### src/rtl/etf_pkg.sv
// shared types, constants and fixed-point helpers for the escape-time iterator
`default_nettype none
package etf_pkg;

  localparam int unsigned MaxIterDefault = 256;
  localparam int DataW = 32;
  localparam int CountOutW = 9;
  localparam int CfgIdxW = 2;
  localparam int WideW = 40;

  localparam logic [CfgIdxW-1:0] REG_KIND = 2'd0;
  localparam logic [CfgIdxW-1:0] REG_START_REAL = 2'd1;
  localparam logic [CfgIdxW-1:0] REG_START_IMAG = 2'd2;

  // |z|^2 limit of 4.0 in Q16.48
  localparam logic [63:0] EscLimit = 64'h0004_0000_0000_0000;

  localparam logic signed [DataW-1:0] QMax = 32'sh7fff_ffff;
  localparam logic signed [DataW-1:0] QMin = 32'sh8000_0000;

  typedef logic signed [DataW-1:0] q_t;
  typedef logic signed [63:0] prod_t;
  typedef logic signed [WideW-1:0] wide_t;

  typedef enum logic [1:0] {
    KIND_MANDEL = 2'd0,
    KIND_JULIA  = 2'd1,
    KIND_CUBIC  = 2'd2,
    KIND_MIXED  = 2'd3
  } kind_t;

  typedef enum logic [2:0] {
    ST_IDLE,
    ST_MUL,
    ST_CROSS,
    ST_SUM,
    ST_HOLD
  } state_t;

  typedef struct packed {
    prod_t p_rr;
    prod_t p_ii;
    prod_t p_ri;
  } sq_t;

  typedef struct packed {
    q_t    rr;
    q_t    ii;
    q_t    ri;
    prod_t p_iz;
    prod_t p_iir;
    prod_t p_rz;
    logic  esc;
  } cross_t;

  function automatic wide_t sx(input q_t a);
    return {{(WideW-DataW){a[DataW-1]}}, a};
  endfunction

  function automatic q_t sat_wide(input wide_t v);
    if (v[WideW-1:DataW-1] == {(WideW-DataW+1){v[WideW-1]}}) begin
      return v[DataW-1:0];
    end else if (v[WideW-1]) begin
      return QMin;
    end else begin
      return QMax;
    end
  endfunction

  // floor shift by the fraction width, then clamp
  function automatic q_t qmul_sat(input prod_t p);
    return sat_wide(p[63:24]);
  endfunction

endpackage
`default_nettype wire

### src/rtl/etf_update_cell.sv
// last cell: sums the terms of the chosen variant and holds z
`default_nettype none
module etf_update_cell
  import etf_pkg::*;
(
  input  wire logic   clk,
  input  wire cross_t cr_in,
  input  wire kind_t  kind,
  input  wire q_t     cr,
  input  wire q_t     ci,
  input  wire logic   load,
  input  wire q_t     load_real,
  input  wire q_t     load_imag,
  input  wire logic   step,
  output q_t          zr,
  output q_t          zi
);

  q_t iz;
  q_t iir3;
  q_t rz3;
  q_t ri2;
  q_t zr_next;
  q_t zi_next;

  always_comb begin
    iz = qmul_sat(cr_in.p_iz);
    iir3 = sat_wide(sx(qmul_sat(cr_in.p_iir)) + (sx(qmul_sat(cr_in.p_iir)) <<< 1));
    rz3 = sat_wide(sx(qmul_sat(cr_in.p_rz)) + (sx(qmul_sat(cr_in.p_rz)) <<< 1));
    ri2 = sat_wide(sx(cr_in.ri) <<< 1);
    unique case (kind)
      KIND_MANDEL, KIND_JULIA: begin
        zr_next = sat_wide(sx(cr_in.rr) - sx(cr_in.ii) + sx(cr));
        zi_next = sat_wide(sx(ri2) + sx(ci));
      end
      KIND_CUBIC: begin
        zr_next = sat_wide(sx(cr_in.rr) - sx(iz) + sx(cr));
        zi_next = sat_wide(sx(ri2) + sx(ci));
      end
      KIND_MIXED: begin
        zr_next = sat_wide(sx(cr_in.rr) - sx(iir3) + sx(cr));
        zi_next = sat_wide(sx(rz3) + sx(cr_in.ii) + sx(ci));
      end
      default: begin
        zr_next = cr_in.rr;
        zi_next = cr_in.ii;
      end
    endcase
  end

  always_ff @(posedge clk) begin
    priority if (load) begin
      zr <= load_real;
      zi <= load_imag;
    end else if (step) begin
      zr <= zr_next;
      zi <= zi_next;
    end
  end

endmodule
`default_nettype wire

### config.mk
export PLATFORM = sky130hd
export DESIGN_NAME = etf_update_cell
export DESIGN_NICKNAME = d
export VERILOG_FILES = /design/src/rtl/etf_pkg.sv /design/src/rtl/etf_update_cell.sv
export SDC_FILE = /design/constraint.sdc
export NUM_CORES = 1
export LEC_CHECK = 0
export BUFFER_PORTS_ARGS = -buffer_cell sky130_fd_sc_hd__clkbuf_2
export CAP_MARGIN = 20
export CORE_ASPECT_RATIO = 1.1
export CORE_MARGIN = 3
export CORE_UTILIZATION = 45
export CTS_BUF_LIST = sky130_fd_sc_hd__clkbuf_8
export DETAILED_ROUTE_END_ITERATION = 8
export HOLD_SLACK_MARGIN = 0.1
export MAX_ROUTING_LAYER = met4
export PLACE_DENSITY = 0.7
export SYNTH_ARGS = -nofsm -noshare
export SYNTH_HDL_FRONTEND = slang
export SYNTH_SLANG_ARGS = --single-unit
### constraint.sdc
create_clock -name clk -period 9.04 [get_ports clk]
set_input_delay 0.904 -clock clk [delete_from_list [all_inputs] [get_ports clk]]
set_output_delay 0.904 -clock clk [all_outputs]
set_load 0.05 [all_outputs]
# Word-level counts from Yosys, hierarchy flattened
# Cells that the tools add are included.
dict set report word_totals {
  elab_cells 59
  input_bits 422
  register_bits 64
  output_inout_bits 64
}
dict set report op_classes {
  eq_ne 14
  muxes 28
  reduce_logical 4
  addsub 11
}
# operator n
set op_table {}
lappend op_table {{$mux 32} 26}
lappend op_table {{$add 33x32->34} 4}
lappend op_table {{$sub 32x32->33} 3}
lappend op_table {{$pmux 32 s3} 1}
lappend op_table {{$eq 8x8->1} 10}
lappend op_table {{$add 32x33->34} 2}
lappend op_table {{$add 32x32->33} 2}
lappend op_table {{$pmux 32 s2} 1}
lappend op_table {{$eq 2x2->1 const B} 2}
lappend op_table {{$reduce_or 3->1} 1}
lappend op_table {{$eq 2x1->1 const B} 1}
lappend op_table {{$logic_not 2->1} 1}
lappend op_table {{$reduce_bool 2->1} 1}
lappend op_table {{$reduce_or 2->1} 1}
lappend op_table {{$eq 1x1->1} 1}

# Logic depth before layout (Yosys ltp)
# Gate-level depths: netlist of the first run.
dict set report depth {
  ltp_word 12
  mapped_depth 37
  ltp_nobuf 34
}

# Worst setup path after synthesis of the first run
# OpenSTA, ideal clock, no wires.
dict set report synth_timing {
  path_type {in2reg}
  from {in cr_in[63] (netlist bit)}
  to {reg zi[30], data pin}
  path_slack_ns 0.933
  n_path_buf 4
  t_required_ns 8.771
  cell_stages 34
  setup_time_ns 0.269
  arrival_ns 7.838
  cell_sequence {nand4_1 -> o31ai_1 -> nor2_1 -> clkbuf_1 -> a21o_1 -> ha_1 -> fa_1 -> a21oi_1 -> a2bb2oi_1 -> a21oi_1 -> nand3b_1 -> a31oi_1 -> o211ai_1 -> a21boi_0 -> o21a_1 -> o22ai_1 -> a21oi_1 -> clkbuf_1 -> o21a_1 -> fa_1 -> ha_1 -> fa_1 -> a21o_1 -> a21o_1 -> a311oi_1 -> o31a_1 -> a21boi_1 -> a31o_2 -> a31oi_2 -> mux2_2 -> buf_4 -> buf_2 -> a22oi_1 -> nor3_1}
}
dict set report synth_between {
  elab_chain_len 12
  word_cells_on_any_way 14
  cone_classes {3 x add/sub; 3 x eq/ne; 8 x mux}
}
# item line_no
set synth_lines {}
lappend synth_lines {{from (decl)} etf_update_cell.sv:7} ;# input wire cross_t cr_in,
lappend synth_lines {{$eq 8x8->1 *} etf_pkg.sv:61} ;# if (v[WideW-1:DataW-1] == {(WideW-DataW+1){v[WideW-1]}}) begin
lappend synth_lines {{$mux 32 *} etf_pkg.sv:61}
lappend synth_lines {{$add 32x33->34 *} etf_update_cell.sv:29} ;# rz3 = sat_wide(sx(qmul_sat(cr_in.p_rz)) + (sx(qmul_sat(cr_in.p_rz)) <<< 1));
lappend synth_lines {{$eq 8x8->1 / $mux 32 (equally long branches)} {etf_pkg.sv:61, etf_pkg.sv:63}}
lappend synth_lines {{$mux 32 *} etf_pkg.sv:61}
lappend synth_lines {{$add 32x32->33 *} etf_update_cell.sv:42} ;# zi_next = sat_wide(sx(rz3) + sx(cr_in.ii) + sx(ci));
lappend synth_lines {{$add 33x32->34 *} etf_update_cell.sv:42}
lappend synth_lines {{$eq 8x8->1 / $mux 32 (equally long branches)} {etf_pkg.sv:61, etf_pkg.sv:63}}
lappend synth_lines {{$mux 32 *} etf_pkg.sv:61}
lappend synth_lines {{$pmux 32 s2 *} etf_update_cell.sv:31} ;# unique case (kind)
lappend synth_lines {{$mux 32 *} etf_update_cell.sv:55} ;# end else if (step) begin
lappend synth_lines {{$mux 32 *} etf_update_cell.sv:52} ;# priority if (load) begin
lappend synth_lines {{to (signal assigned)} etf_update_cell.sv:54} ;# zi <= load_imag;
lappend synth_lines {{to (signal assigned)} etf_update_cell.sv:57} ;# zi <= zi_next;
lappend synth_lines {{to (decl)} etf_update_cell.sv:16} ;# output q_t zi
# Every way passes the cells marked *; elsewhere a longest branch is shown, timed or not. The select of a mux whose other input is x is not followed.
# A chain may end at the register's enable or synchronous reset.

# Worst setup path in the final report of the first run
dict set report layout_timing {
  from {in cr_in[122] (netlist bit)}
  to {reg zr[7], data pin}
}
dict set report layout_between {
  elab_chain_len 12
  word_cells_on_any_way 14
  cone_classes {3 x add/sub; 3 x eq/ne; 8 x mux}
}
# item line_no
set layout_lines {}
lappend layout_lines {{$eq 8x8->1 *} etf_pkg.sv:61}
lappend layout_lines {{$mux 32 *} etf_pkg.sv:61}
lappend layout_lines {{$add 32x33->34 *} etf_update_cell.sv:28} ;# iir3 = sat_wide(sx(qmul_sat(cr_in.p_iir)) + (sx(qmul_sat(cr_in.p_iir)) <<< 1));
lappend layout_lines {{$eq 8x8->1 / $mux 32 (equally long branches)} {etf_pkg.sv:61, etf_pkg.sv:63}}
lappend layout_lines {{$mux 32 *} etf_pkg.sv:61}
lappend layout_lines {{$sub 32x32->33 *} etf_update_cell.sv:41} ;# zr_next = sat_wide(sx(cr_in.rr) - sx(iir3) + sx(cr));
lappend layout_lines {{$add 33x32->34 *} etf_update_cell.sv:41}
lappend layout_lines {{$eq 8x8->1 / $mux 32 (equally long branches)} {etf_pkg.sv:61, etf_pkg.sv:63}}
lappend layout_lines {{$mux 32 *} etf_pkg.sv:61}
lappend layout_lines {{$pmux 32 s3 *} etf_update_cell.sv:31}
lappend layout_lines {{$mux 32 *} etf_update_cell.sv:55}
lappend layout_lines {{$mux 32 *} etf_update_cell.sv:52}
lappend layout_lines {{to (signal assigned)} etf_update_cell.sv:53} ;# zr <= load_real;
lappend layout_lines {{to (signal assigned)} etf_update_cell.sv:56} ;# zr <= zr_next;
lappend layout_lines {{to (decl)} etf_update_cell.sv:15} ;# output q_t zr,
# Marks and branches as above.

==> results of run 1 <==
-- registers in the layout, indices dropped and copies added, names as in the netlist --
| register | flops |
|---|---|
| zr | 32 |
| zi | 32 |
-- cells by family after synthesis --
kind of cell,Yosys count
AO/OA/AOI/OAI,1025
XOR/XNOR,183
adder cells (fa/ha/maj),361
buffers and inverters,499
flip-flops,64
multiplexers,6
AND/OR/NAND/NOR,569
-- per-layer routing --
layer | GRT usage, % | routed length (um)
met1 | 40.44 | 32590
met2 | 55.80 | 38430
met3 | 3.041 | 4973
met4 | 9.441 | 2355
met5 | - | 0
-- through the flow --
stage / util (%) / instances
detailed placement: 53.49 / 3729
floorplan: - / 2707
finish: 53.96 / 3753
global route: 53.96 / 3753
CTS: 53.91 / 3745
global placement: 53.49 / 3729
-- synthesized netlist by cell type (23+ instances only) --
cell type / n / area (um2)
fa_1: 132 / 2643
o21bai_1: 23 / 172.7
o21ai_0: 270 / 1351
nor3_1: 38 / 190.2
a21oi_1: 242 / 1211
nand2b_1: 28 / 175.2
xnor2_1: 118 / 1033
clkbuf_1: 70 / 262.8
a21o_1: 193 / 1449
a31oi_1: 26 / 162.7
ha_1: 229 / 2865
o21a_1: 38 / 285.3
inv_1: 407 / 1528
xor2_1: 64 / 560.5
nor2_1: 144 / 540.5
and3_1: 26 / 162.7
nand2_1: 159 / 596.8
nor2b_1: 23 / 143.9
edfxtp_1: 64 / 1922
nand3_1: 50 / 250.2
-- how the worst max path moves through the flow --
| stage | startpoint | end | cells past startpoint |
|---|---|---|---|
| 3_3_place_gp | cr_in[122] | zr[20] | 34 |
| 5_1_grt | cr_in[58] | zi[9] | 38 |
| 4_1_cts | cr_in[122] | zr[20] | 34 |
| 2_1_floorplan | cr_in[63] | zi[30] | 34 |
| 6_report | cr_in[122] | zr[7] | 33 |
| 3_5_place_dp | cr_in[122] | zr[20] | 34 |
-- layout make-up --
class                   count  area [um2]  area share (%)
diodes                      8       20.02         0.08301
clock buffers               9       123.9          0.5136
clock inverters             7       63.81          0.2646
inverters                 408        1531           6.350
multi-input cells        2144       16650           69.05
flip-flops and latches     64        1922           7.969
well taps                 581       726.9           3.014
repair buffers            532        3075           12.75
-- cells in the final DEF, fill, tap and decap left out, types with 14 or more instances in the layout --
cell	instances
a211oi_1	22
a21o_1	193
a21oi_1	242
a221oi_1	19
a31oi_1	26
a32oi_1	16
and2_1	21
and3_1	26
buf_4	111
clkbuf_2	412
edfxtp_1	64
fa_1	132
ha_1	229
inv_1	408
nand2_1	159
nand2b_1	28
nand3_1	50
nand4_1	18
nor2_1	140
nor2b_1	23
nor3_1	37
o211ai_1	16
o21a_1	38
o21ai_0	269
o21bai_1	23
or2_2	14
xnor2_1	118
xor2_1	64
-- power by group --
part	switching [W]	internal [W]	total (W)
sequential	0.0000344	0.000440	0.000474
combinational	0.00234	0.00150	0.00384
clock	0.000138	0.000125	0.000262
-- critical path: cells and delay by family --
kind | cells | cell delay [ps]
simple gates | 5 | 1190
compound gates | 19 | 4310
mux | 1 | 270
buf+inv | 5 | 990
fa+ha+maj | 3 | 1120
-- timing repair --
item,4_1_cts,5_1_grt
hold buffers,0,0
gates resized for setup,0,2
endpoints found under the hold margin,0,0
setup endpoints to repair,0,4
==> results.ini, run 1 <==
[power]
peakVddDrop_v=0.00009323
power-per-cell-area_nw_per_um2=189.6
p_leak_nw=12.63
finalPower_w=0.004572

[yosys]
yosys.area_share.adder_pct=26.95
async_flop_share_pct=0
synth_top_family_by_area=compound AO/OA/AOI/OAI gates
synth_compound_area_share_pct=32.51
synth_area_per_cell_um2=7.549
synth_cell_types=93
synth_nets=3490
synth-edff-count=64
synth_seq_cells=64
synth_mux_area_share_pct=0.3674
syn_inst=2707
ys.flop_type=edfxtp_1
syn_area_um2=20430
ys_seq_area_share_pct=9.405
synthXorXnorAreaFrac_pct=7.917
ys_warn_count=0
yosys.area_share.simple_pct=13.45

[sta]
timing.hold.ws_ps=787.0
setup_violations=0
tightest_slew_ps=1133
relSlewSlack_pct=23.96
finalCriticalPeriod_ps=8537
rsz0062_at_grt=false
fin_crit_sh_pct=94.43
finalSetupTns_ps=0
setup_ws_ps=503.3
fmax_mhz=117.1
final-hold-violation-count=0
report.final.slew_viol_count=0

[routing]
totalWireLength_um=78350
num_vias=21684
dr.pass1.iters=5
wl_per_cell_um=20.88
ant_nets=0
drc=0
drt_iter0_markers=1574
route.detailed.vias_per_inst=5.778

[die]
die_x_um=209.2
die_area_um2=48010
io_pins=486
core_area_um2=44690
initial_utilization_pct=45.72
die_h_um=229.5
rows=81

[setup_path]
worst-endpoint-arrival_ps=8820
slowest_delay_ps=500
path_max_fanout=31
crit_top_cell=a21o_1
start_kind=input port
required_ps=9320
cpMaxStageDelayCell=fa_1
cp-end-kind=flop
worstSetupPathType=input port to flop

[grt]
grt.overflow.total=0
grt_pass1_vias=21616
globalRouteTotalUtil_pct=32.40
grt_max_degree=65
grt_pass1_wl_um=119000
grt_antenna_before_repair=8

[status]
status=completed

[placed_design]
hpwlAfterDp_um=69260
pre_cts_ws_ps=22.20
numPortBuffers=412
placed_area_um2=23910
gp_congestion=1.004

[clocking]
cts_setup_buffers=0
path_clk_slew_ps=80
tritoncts=built
cts_root_buffer=clkbuf_8
clock_path_buffers=2
htreeDepth=3
clock-sinks=64
numCtsBuffers=9

[final_layout]
drive_gt1_share_pct=18.84
fin_nets=3942
fill_cells=4390
stdcell_area_um2=24120
areaGrowthSynthToFinish_pct=18.02

[worst_hold_path]
hold_class=input port to flop
min_to=zi[31]
hold_path.startpoint=load_imag[31]
whs_path_depth=3

[run]
cap_violations=0

(Power assumes the default switching activity.)
==> run 2: changes to the inputs <==
--- a/config.mk
+++ b/config.mk
@@ -14,7 +14,7 @@
 export DETAILED_ROUTE_END_ITERATION = 8
 export HOLD_SLACK_MARGIN = 0.1
 export MAX_ROUTING_LAYER = met4
-export PLACE_DENSITY = 0.7
+export PLACE_DENSITY = 0.73
 export SYNTH_ARGS = -nofsm -noshare
 export SYNTH_HDL_FRONTEND = slang
 export SYNTH_SLANG_ARGS = --single-unit
==> results.ini, run 2 (synthesis gave the netlist of run 1 again) <==
[die]
die_h_um=229.5  ; unchanged
initial_utilization_pct=45.72  ; unchanged
rows=81  ; unchanged
die_x_um=209.2  ; unchanged
io_pins=486  ; unchanged
die_area_um2=48010  ; unchanged
core_area_um2=44690  ; unchanged

[setup_path]
worst-endpoint-arrival_ps=8700  ; -120 ps
cp-end-kind=flop
cpMaxStageDelayCell=fa_1
required_ps=9320  ; about the same
worstSetupPathType=input port to flop
slowest_delay_ps=480  ; -20 ps
path_max_fanout=31  ; unchanged
start_kind=input port
crit_top_cell=a21o_1

[final_layout]
stdcell_count=3719  ; -0.91%
post-route-util_pct=53.46  ; -0.50 points
reg.largest.list=zi: 32 flops, zr: 32 flops
areaGrowthSynthToFinish_pct=16.94
fin_nets=3911  ; -0.79%
layout_common_cells=clkbuf_2, inv_1, o21ai_0, a21oi_1, ha_1
drive_gt1_share_pct=18.04  ; -0.80 points
final_common_cell=clkbuf_2

[sta]
relSlewSlack_pct=25.86  ; +1.9 points
tightest_slew_ps=1112  ; -20.86 ps
fin_crit_sh_pct=93.14  ; -1.3 points
setup_violations=0  ; unchanged
fmax_mhz=118.8  ; +1.4%
report.final.slew_viol_count=0  ; unchanged
finalCriticalPeriod_ps=8420  ; -117.2 ps
finalSetupTns_ps=0  ; unchanged
timing.hold.ws_ps=778.9  ; -8.151 ps
final-hold-violation-count=0  ; unchanged
rsz0062_at_grt=false

[clocking]
tritoncts=built
clock_path_buffers=2  ; unchanged
cts_setup_buffers=0  ; unchanged
cts_root_buffer=clkbuf_8
clock-sinks=64  ; unchanged
htreeDepth=3  ; unchanged
postCtsHoldBufs=0  ; unchanged
path_clk_slew_ps=90  ; about the same
numCtsBuffers=9  ; unchanged

[power]
power-per-cell-area_nw_per_um2=187.9  ; -0.88%
peakVddDrop_v=0.0001015  ; +8.9%
p_leak_nw=12.48  ; -1.1%

[grt]
globalRouteTotalUtil_pct=32.32  ; -0.081 points
grt.overflow.total=0  ; unchanged
grt_antenna_before_repair=6  ; -2
grt_pass1_vias=21881  ; +1.2%
grt_pass1_wl_um=119200  ; +0.20%
grt_max_degree=65  ; unchanged

[placed_design]
numPortBuffers=412  ; unchanged
place_inst=3698  ; -0.83%
hpwlAfterDp_um=68070  ; -1.7%
gp_congestion=1.032  ; +2.8%

[routing]
num_vias=21671  ; -0.060%
dr.pass1.iters=5  ; unchanged
met1_length_um=32610  ; about the same
route.detailed.vias_per_inst=5.827  ; +0.85%
dr_wl_met2_um=37010  ; -3.7%
top_layer=met4
totalWireLength_um=77230  ; -1.4%
wl_per_cell_um=20.77  ; -0.54%
wl_met3_um=4598  ; -7.5%
drt_iter0_markers=1576  ; +0.13%
ant_nets=0  ; unchanged
drc=0  ; unchanged

[worst_hold_path]
hold_class=input port to flop

[status]
status=completed

[run]
cap_violations=0  ; unchanged

==> run 2: changes by cell type in the layout (fill, tap and decap cells not counted), sizes merged <==
cell and change:
diode -2, inv +1, clkinv -2, buf -31
bufinv +1, clkinvlp -1
==> run 2: timing repair <==
action / in CTS / in global routing
endpoints found under the hold margin: 0 / 0
endpoints found under the setup margin: 0 / 23
resized for setup: 0 / 5
==> run 2: path summary, 6_finish.rpt <==
kind,startpoint,endpoint,slack (ps),cells after the start
hold / removal,load_imag[31],zi[31],780,3
setup / recovery,cr_in[122],zr[7],620,33
==> run 2: report_power, final <==
part,internal (W),leakage (nW),switching [W]
clock network,0.000151,0.111,0.000141
logic,0.00144,11.7,0.00229
registers,0.000439,0.644,0.0000297
==> run 2: area by class of cell <==
type / instances / area, um2
Multi-Input combinational cell: 2144 / 16660
Sequential cell: 64 / 1922
Fill cell: 4383 / 20800
Inverter: 408 / 1531
Timing Repair Buffer: 501 / 2834
Clock buffer: 9 / 123.9
Antenna cell: 6 / 15.01
Clock inverter: 6 / 77.57
Tap cell: 581 / 726.9
==> run 2: stage by stage <==
stage / power (W) / setup slack (ps) / instance area (um2)
floorplan: 0.003026 / 933.2 / 20430
global placement: 0.004093 / 297.7 / 23660
detailed placement: 0.004139 / 177.2 / 23660
CTS: 0.004453 / 606.0 / 23860
global route: 0.004862 / 22.76 / 23900
finish: 0.004490 / 620.5 / 23900
==> run 2: routing by layer <==
layer | track usage, % | vias to the layer above
met5 | - | -
met4 | 11.26 | 0
met3 | 3.260 | 141
met2 | 54.55 | 855
met1 | 40.38 | 10226
li1 | - | 10449
==> run 2: worst max-delay path, delay by kind of cell <==
family | cells | cell delay, ps
multiplexers | 1 | 280
AND/OR/NAND/NOR | 4 | 1000
buffers and inverters | 5 | 910
AO/OA/AOI/OAI | 20 | 4500
adder cells (fa/ha/maj) | 3 | 1080
